File: src/rtl/core/rcid_pkg.sv
// Shared types and constants of the run/copy image decompressor core.
`timescale 1ns / 1ps

package rcid_pkg;

	localparam int MaxWidth  = 1024;
	localparam int MaxHeight = 1024;
	localparam int HistDepth = 2 * MaxWidth;
	localparam int HistAw    = $clog2(HistDepth);
	localparam int DimW      = 11;
	localparam int DistW     = DimW + 1;
	localparam int IdxW      = $clog2(MaxWidth * MaxHeight);
	localparam int TotW      = IdxW + 1;
	localparam int RunW      = 10;
	localparam int QDepth    = 4;
	localparam int QAw       = $clog2(QDepth);

	localparam logic [7:0] CMD_UP1     = 8'hFF;
	localparam logic [7:0] CMD_UP2     = 8'hFE;
	localparam logic [7:0] CMD_FILL    = 8'hFD;
	localparam logic [7:0] CMD_PAIR    = 8'hFC;
	localparam logic [7:0] CMD_UPLEFT  = 8'hFB;
	localparam logic [7:0] CMD_UPRIGHT = 8'hFA;
	localparam logic [7:0] CMD_PACK    = 8'hF9;
	localparam logic [7:0] CMD_ESC     = 8'hF8;

	localparam logic [1:0] KIND_ZERO   = 2'd0;
	localparam logic [1:0] KIND_DIRECT = 2'd1;
	localparam logic [1:0] KIND_HIST   = 2'd2;

	localparam logic [1:0] CFG_WIDTH  = 2'd0;
	localparam logic [1:0] CFG_HEIGHT = 2'd1;
	localparam logic [1:0] CFG_DEPTH  = 2'd2;

	typedef struct packed {
		logic [DimW-1:0] width;
		logic [TotW-1:0] total;
		logic            m16;
	} geom_t;

	typedef struct packed {
		logic              pv;
		logic [1:0]        kind;
		logic [15:0]       value;
		logic [HistAw-1:0] raddr;
		logic [HistAw-1:0] waddr;
		logic              last;
		logic              pend;
		logic              rej;
	} req_t;

	typedef struct packed {
		logic        pv;
		logic [15:0] px;
		logic        last;
		logic        pend;
		logic        rej;
	} res_t;

endpackage

File: src/rtl/core/rcid_front.sv
// Command decoder: parses bytes and ticks into pixel requests.
`timescale 1ns / 1ps

module rcid_front import rcid_pkg::*; (
	input  logic       clk,
	input  logic       arst_n,
	input  logic       take,
	input  logic       action,
	input  logic [7:0] data_byte,
	input  geom_t      geom,
	output req_t       req
);

	localparam logic [3:0] PH_CMD   = 4'd0;
	localparam logic [3:0] PH_COUNT = 4'd1;
	localparam logic [3:0] PH_C1LO  = 4'd2;
	localparam logic [3:0] PH_C1HI  = 4'd3;
	localparam logic [3:0] PH_C2LO  = 4'd4;
	localparam logic [3:0] PH_C2HI  = 4'd5;
	localparam logic [3:0] PH_LITLO = 4'd6;
	localparam logic [3:0] PH_LITHI = 4'd7;
	localparam logic [3:0] PH_PHEAD = 4'd8;
	localparam logic [3:0] PH_PDATA = 4'd9;
	localparam logic [3:0] PH_RUN   = 4'd10;

	logic [3:0]      ph_q, ph_n;
	logic [7:0]      cmd_q, cmd_n;
	logic [RunW-1:0] rr_q, rr_n, rr_dec;
	logic [15:0]     c1_q, c1_n, c2_q, c2_n;
	logic            tg_q, tg_n;
	logic [IdxW-1:0] pidx_q, pidx_n;
	logic [TotW-1:0] pidx_inc;
	logic            emit, do_start, last, rej, hist_ok;
	logic [1:0]      ekind;
	logic [15:0]     ev;
	logic [DistW-1:0] back_d;
	logic [7:0]      n8;

	function automatic logic [RunW-1:0] start_len(input logic [7:0] cmd,
		input logic [7:0] n, input logic m16);
		logic [RunW-1:0] nn;
		nn = {{(RunW-8){1'b0}}, n};
		if (cmd == CMD_FILL)
			return nn + (m16 ? RunW'(3) : RunW'(4));
		else if (cmd == CMD_PAIR)
			return RunW'((nn + (m16 ? RunW'(2) : RunW'(3))) << 1);
		else
			return nn + (m16 ? RunW'(2) : RunW'(3));
	endfunction

	always_comb begin
		ph_n = ph_q; cmd_n = cmd_q; rr_n = rr_q; c1_n = c1_q; c2_n = c2_q;
		tg_n = tg_q; pidx_n = pidx_q;
		emit = 1'b0; do_start = 1'b0; last = 1'b0; rej = 1'b0;
		ekind = KIND_DIRECT; ev = 16'h0000; back_d = '0;
		n8 = (ph_q == PH_COUNT) ? data_byte : rr_q[7:0];
		rr_dec = rr_q - ((rr_q != '0) ? RunW'(1) : RunW'(0));
		pidx_inc = {1'b0, pidx_q} + TotW'(1);
		if (action) begin
			if (ph_q == PH_RUN) begin
				tg_n = ~tg_q;
				rr_n = rr_dec;
				if (rr_dec == '0) ph_n = PH_CMD;
				emit = 1'b1;
				if (cmd_q == CMD_UP1) begin
					ekind = KIND_HIST; back_d = {1'b0, geom.width};
				end else if (cmd_q == CMD_UP2) begin
					ekind = KIND_HIST; back_d = {geom.width, 1'b0};
				end else if (cmd_q == CMD_PAIR) begin
					ev = tg_q ? c2_q : c1_q;
				end else begin
					ev = c1_q;
				end
			end
		end else begin
			unique case (ph_q)
				PH_RUN: rej = 1'b1;
				PH_COUNT: begin
					rr_n = {{(RunW-8){1'b0}}, data_byte};
					if (cmd_q == CMD_FILL || cmd_q == CMD_PAIR) ph_n = PH_C1LO;
					else if (cmd_q == CMD_PACK) ph_n = PH_PHEAD;
					else do_start = 1'b1;
				end
				PH_C1LO: begin
					c1_n = {8'h00, data_byte};
					if (geom.m16) ph_n = PH_C1HI;
					else if (cmd_q == CMD_PAIR) ph_n = PH_C2LO;
					else do_start = 1'b1;
				end
				PH_C1HI: begin
					c1_n = {data_byte, c1_q[7:0]};
					if (cmd_q == CMD_PAIR) ph_n = PH_C2LO;
					else do_start = 1'b1;
				end
				PH_C2LO: begin
					c2_n = {8'h00, data_byte};
					if (geom.m16) ph_n = PH_C2HI;
					else do_start = 1'b1;
				end
				PH_C2HI: begin
					c2_n = {data_byte, c2_q[7:0]};
					do_start = 1'b1;
				end
				PH_LITLO: begin
					c1_n = {8'h00, data_byte};
					if (geom.m16) ph_n = PH_LITHI;
					else begin
						ph_n = PH_CMD; emit = 1'b1; ev = {8'h00, data_byte};
					end
				end
				PH_LITHI: begin
					ph_n = PH_CMD; emit = 1'b1; ev = {data_byte, c1_q[7:0]};
				end
				PH_PHEAD: begin
					c1_n = {data_byte[7:5], 2'b00, data_byte[4:3], 4'b0000,
						data_byte[2:0], 2'b00};
					rr_n = {{(RunW-9){1'b0}}, {1'b0, rr_q[7:0]} + 9'd1};
					ph_n = PH_PDATA;
				end
				PH_PDATA: begin
					ev = c1_q | {3'b000, data_byte[7:6], 2'b00, data_byte[5:2], 3'b000,
						data_byte[1:0]};
					rr_n = rr_dec;
					if (rr_dec == '0) ph_n = PH_CMD;
					emit = 1'b1;
				end
				default: begin
					ph_n = PH_CMD;
					cmd_n = data_byte;
					priority if (data_byte == CMD_UP1 || data_byte == CMD_UP2 ||
						data_byte == CMD_FILL || data_byte == CMD_PAIR) begin
						ph_n = PH_COUNT;
					end else if (data_byte == CMD_ESC) begin
						ph_n = PH_LITLO;
					end else if (geom.m16 && data_byte == CMD_UPLEFT) begin
						emit = 1'b1; ekind = KIND_HIST;
						back_d = {1'b0, geom.width} + DistW'(1);
					end else if (geom.m16 && data_byte == CMD_UPRIGHT) begin
						emit = 1'b1; ekind = KIND_HIST;
						back_d = {1'b0, geom.width} - DistW'(1);
					end else if (geom.m16 && data_byte == CMD_PACK) begin
						ph_n = PH_COUNT;
					end else if (geom.m16) begin
						c1_n = {8'h00, data_byte}; ph_n = PH_LITHI;
					end else begin
						emit = 1'b1; ev = {8'h00, data_byte};
					end
				end
			endcase
		end
		if (do_start) begin
			rr_n = start_len(cmd_q, n8, geom.m16);
			tg_n = 1'b0;
			ph_n = PH_RUN;
		end
		hist_ok = (back_d != '0) && ({{(IdxW-DistW){1'b0}}, back_d} <= pidx_q);
		if (ekind == KIND_HIST && !hist_ok) ekind = KIND_ZERO;
		if (emit) begin
			if (pidx_inc >= geom.total) begin
				last = 1'b1; pidx_n = '0; ph_n = PH_CMD; rr_n = '0; tg_n = 1'b0;
			end else begin
				pidx_n = pidx_inc[IdxW-1:0];
			end
		end
		req.pv    = emit;
		req.kind  = emit ? ekind : KIND_ZERO;
		req.value = ev;
		req.raddr = pidx_q[HistAw-1:0] - back_d[HistAw-1:0];
		req.waddr = pidx_q[HistAw-1:0];
		req.last  = last;
		req.pend  = (ph_n == PH_RUN);
		req.rej   = rej;
	end

	always_ff @(posedge clk or negedge arst_n) begin
		if (!arst_n) begin
			ph_q <= PH_CMD; cmd_q <= '0; rr_q <= '0; c1_q <= '0; c2_q <= '0;
			tg_q <= 1'b0; pidx_q <= '0;
		end else if (take) begin
			ph_q <= ph_n; cmd_q <= cmd_n; rr_q <= rr_n; c1_q <= c1_n; c2_q <= c2_n;
			tg_q <= tg_n; pidx_q <= pidx_n;
		end
	end

endmodule

File: config.mk
export PLATFORM = sky130hd
export DESIGN_NAME = rcid_front
export DESIGN_NICKNAME = d
export VERILOG_FILES = /design/src/rtl/core/rcid_pkg.sv /design/src/rtl/core/rcid_front.sv
export SDC_FILE = /design/constraint.sdc
export NUM_CORES = 1
export LEC_CHECK = 0
export ABC_AREA = 1
export BUFFER_PORTS_ARGS = -buffer_cell sky130_fd_sc_hd__buf_2
export CORE_MARGIN = 3
export CORE_UTILIZATION = 50
export CTS_CLUSTER_DIAMETER = 60
export DETAILED_ROUTE_END_ITERATION = 8
export HOLD_SLACK_MARGIN = 0.1
export PLACE_DENSITY = 0.7
export RECOVER_POWER = 100
export SLEW_MARGIN = 30
export SYNTH_ARGS = -nofsm -noshare
export SYNTH_HDL_FRONTEND = slang
export SYNTH_SLANG_ARGS = --single-unit
File: constraint.sdc
create_clock -name clk -period 4.4 [get_ports clk]
set_input_delay 0.66 -clock clk [delete_from_list [all_inputs] [get_ports clk]]
set_output_delay 0.66 -clock clk [all_outputs]
set_load 0.01 [all_outputs]
==> results.tsv <==
metric	value	unit
crit_start	pidx_q[1]$_DFFE_PN0P_	
drive_gt1_share	15.74	%
dieWidth	135.3	um
diodes	0	
p_per_area	575.8	nW/um2
pwr-share-clk	14.7	%
synth_area	8356	um2
end_kind	primary output	
fin_util	58.73	%
clockRootBuffer	clkbuf_16	
ant_nets	0	
period_minus_slack	4289	ps
switchingPower	2.815	mW
reg2regPathDepth	22	
hold_slack	493.9	ps
drtIter0Drc	933	
crit_path_start_kind	flop	
drv_cap	1	
r2r_end	ph_q[3]$_DFFE_PN0P_	
antenna_found_initial	0	
cpMaxStageDelayCell	dfrtp_1	
avgRoutedWirePerCell	16.87	um
worstSetupPathType	flop to primary output	
cp_num_cells	21	
p_leak	5.003	nW
syn_inst	1335	
syn_nets	1438	
path_buf_inv	3	
yosys-top-cells-area	dfrtp_1 (22%), nand2_1 (15%), inv_1 (9.0%)	
rsz0062_at_grt	true	
clock.fmax	233.2	MHz
insertion_delay	350	ps
drc	0	
rrSetupSlack	820	ps
vias	9347	
start_util	51.85	%
multi_input_area	5465	um2
synthToLayoutAreaGrowth	13.28	%
grt_pass1_wl	43820	um
die_height	135.3	um
dp_hpwl	20970	um
wl	27650	um
ys_types	47	
fin_ws	111.3	ps
yosys.area.top_type	dfrtp_1	
violations	capacitance limit, slew limit	
ys_seq_area_share	22.46	%
grt_max_degree	76	
path_delay_family	simple AND/OR/NAND/NOR gates	
clock_sinks	75	
drtPass1Iterations	6	
r2r_start	pidx_q[1]$_DFFE_PN0P_	
async_flop_share	100.0	%
slew_headroom	-32.98	%
overflow	0	
worst_slew_pin_slew	1995	ps
grt_usage	29.72	%
tns	0	ps
peakVddDrop	0.2895	mV
synth_top_area_share	22.46	%
synthFlopType	dfrtp_1	
seqCellArea	1884	um2
swShare	51.65	%
final_cells	1639	
grt_pass1_vias	8610	
crit_arrival	3630	ps
clk_pin_slew_worst_paths	70	ps
slew_violations	76	
p_comb_share	61.4	%
fin_skew	7.752	ps
finalCritPeriodShare	97.47	%
syn_avg_cell_area	6.259	um2
numPortBuffers	88	
synth_edf_count	0	
place_ws	236.6	ps
synth-seq-cells	75	
hold_viol	0	
cpMostUsedCell	nand2_1	
cts_max_path_buffers	2	
design.core.area	16120	um2
hp-class	flop to flop	
h-tree-depth	3	
p_int	2.635	mW
via_per_inst	5.703	
status	complete, but fails checks	
placed_cells	1608	
dieArea	18300	um2
p_seq_share	23.9	%
yosys_warnings	0	
postCtsHoldBufs	0	
setup_viol	0	
crit_required	3740	ps
fin_nets	1521	
endpoint	req[1]	
cts_buffers	9	
n_fill_cell	1618	
row_count	46	
cp_cell_sequence	ha_2 > nand2_2 > nor3_4 > nand3_2 > nor3_2 > nand3_1 > buf_4 > nand2_1 > inv_1 > ha_1 > nand2_1 > nor2_2 > nand4_1 > nor2_1 > o21ai_0 > nand4_1 > a21oi_2 > nand2_1 > nand2_1 > nor2_2 > buf_2	
max_stage_delay	400	ps
io_pins	89	
gp_congestion	0.9936	
cts_tree	built	
crit_path_max_fanout	4	
==> kinds of logic (layout without fill, tap and decap cells) <==
logic type | Yosys count | in the layout | share of synthesized area, %
AOI/OAI and AO/OA | 252 | 252 | 18.49
xor gates and xnor gates | 28 | 28 | 2.935
adders and majority gates | 58 | 58 | 8.865
buffers and inverters | 269 | 357 | 13.52
DFF | 75 | 75 | 22.46
and+or+nand+nor | 653 | 653 | 33.72
==> through the flow <==
step                      area [um2]  power, mW
after global placement          8919      4.454
after CTS                       9256      5.307
after global routing            9465      5.917
final                           9465      5.451
after detailed placement        8922      4.477
after floorplan                 8356      3.641
==> cell type report <==
class                           count  share of cell area, %
Clock buffer                        9                  2.379
Clock inverter                      7                 0.8857
Inverter                          215                  8.566
Multi-Input combinational cell    991                  57.74
Sequential cell                    75                  19.91
Tap cell                          216                  2.855
Timing Repair Buffer              126                  7.667
==> sequential cells by signal, indices dropped and copies added, names as in the netlist <==
name    count
pidx_q     20
c1_q       16
c2_q       16
rr_q       10
cmd_q       8
ph_q        4
tg_q        1
==> metal layers <==
layer  track usage [%]  routed length (um)
met1             39.62               11580
met2             49.83               12980
met3             3.975                2245
met4             9.966                 843
met5                 0                   0
==> worst register-to-register path, stage by stage, from the launching register on <==
cell and delay (ps):
dfrtp_1 400, ha_2 200, nand2_2 70, nor3_4 150
nand3_2 140, nor3_2 220, nand3_1 140, buf_4 160
nand2_1 90, inv_1 50, ha_1 300, nand2_1 100
nor2_2 160, nand4_1 140, nor2_1 110, o21ai_0 90
nand4_1 210, nand2_2 110, buf_4 170, nand2_2 150
inv_2 130, nand2_1 110, o21ai_1 60
==> cell usage in the layout, fill, tap and decap left out, drive strengths merged <==
| master | n |
|---|---|
| fa | 2 |
| nor3 | 24 |
| dfrtp | 75 |
| a22oi | 1 |
| nor4 | 6 |
| nand4 | 23 |
| nand2 | 349 |
| o22ai | 46 |
| nand3 | 125 |
| and2 | 1 |
| inv | 213 |
| xor2 | 20 |
| buf | 125 |
| a21boi | 1 |
| nand3b | 4 |
| nor2 | 120 |
| o31ai | 1 |
| o21bai | 1 |
| o211ai | 19 |
| o21a | 9 |
| o221ai | 3 |
| bufinv | 1 |
| clkinv | 4 |
| o2111ai | 3 |
| o21ai | 98 |
| xnor2 | 8 |
| a31oi | 2 |
| a21oi | 59 |
| nor3b | 1 |
| clkbuf | 10 |
| ha | 56 |
| clkinvlp | 4 |
| a21o | 1 |
| o311ai | 2 |
| a32o | 6 |
==> Yosys cell counts (all sizes together) (8+ instances only) <==
cell / instances
nand2: 349
inv: 210
nand3: 125
nor2: 120
o21ai: 98
dfrtp: 75
a21oi: 59
ha: 56
o22ai: 46
buf: 37
nor3: 24
nand4: 23
xor2: 20
o211ai: 19
clkbuf: 17
o21a: 9
xnor2: 8
==> worst min path at each step <==
stage | startpoint | end | cells after the start | slack (ps)
after floorplan | arst_n | c1_q[0]$_DFFE_PN0P_ | 0 | 360
after global placement | c2_q[12]$_DFFE_PN0P_ | c2_q[12]$_DFFE_PN0P_ | 2 | 470
after detailed placement | c2_q[11]$_DFFE_PN0P_ | c2_q[11]$_DFFE_PN0P_ | 2 | 480
after CTS | arst_n | pidx_q[6]$_DFFE_PN0P_ | 1 | 370
after global routing | c2_q[7]$_DFFE_PN0P_ | c2_q[7]$_DFFE_PN0P_ | 1 | 510
final | c2_q[1]$_DFFE_PN0P_ | c2_q[1]$_DFFE_PN0P_ | 1 | 490
==> what timing repair did <==
item | CTS | global route
pin swaps | 4 | 17
setup endpoints to repair | 1 | 6
cloned | 0 | 0
gates resized for setup | 4 | 35
hold endpoints to repair | 0 | 0
buffers inserted | 2 | 13
==> power groups by stage <==
stage | clock, mW | combinational (mW) | sequential [mW]
6_report | 0.802 | 3.35 | 1.30
5_1_grt | 0.837 | 3.74 | 1.34
4_1_cts | 0.809 | 3.21 | 1.28
2_1_floorplan | 0 | 2.48 | 1.16
3_5_place_dp | 0 | 3.19 | 1.29
3_3_place_gp | 0 | 3.16 | 1.29
No activity file was read; power rests on OpenSTA's default activity.
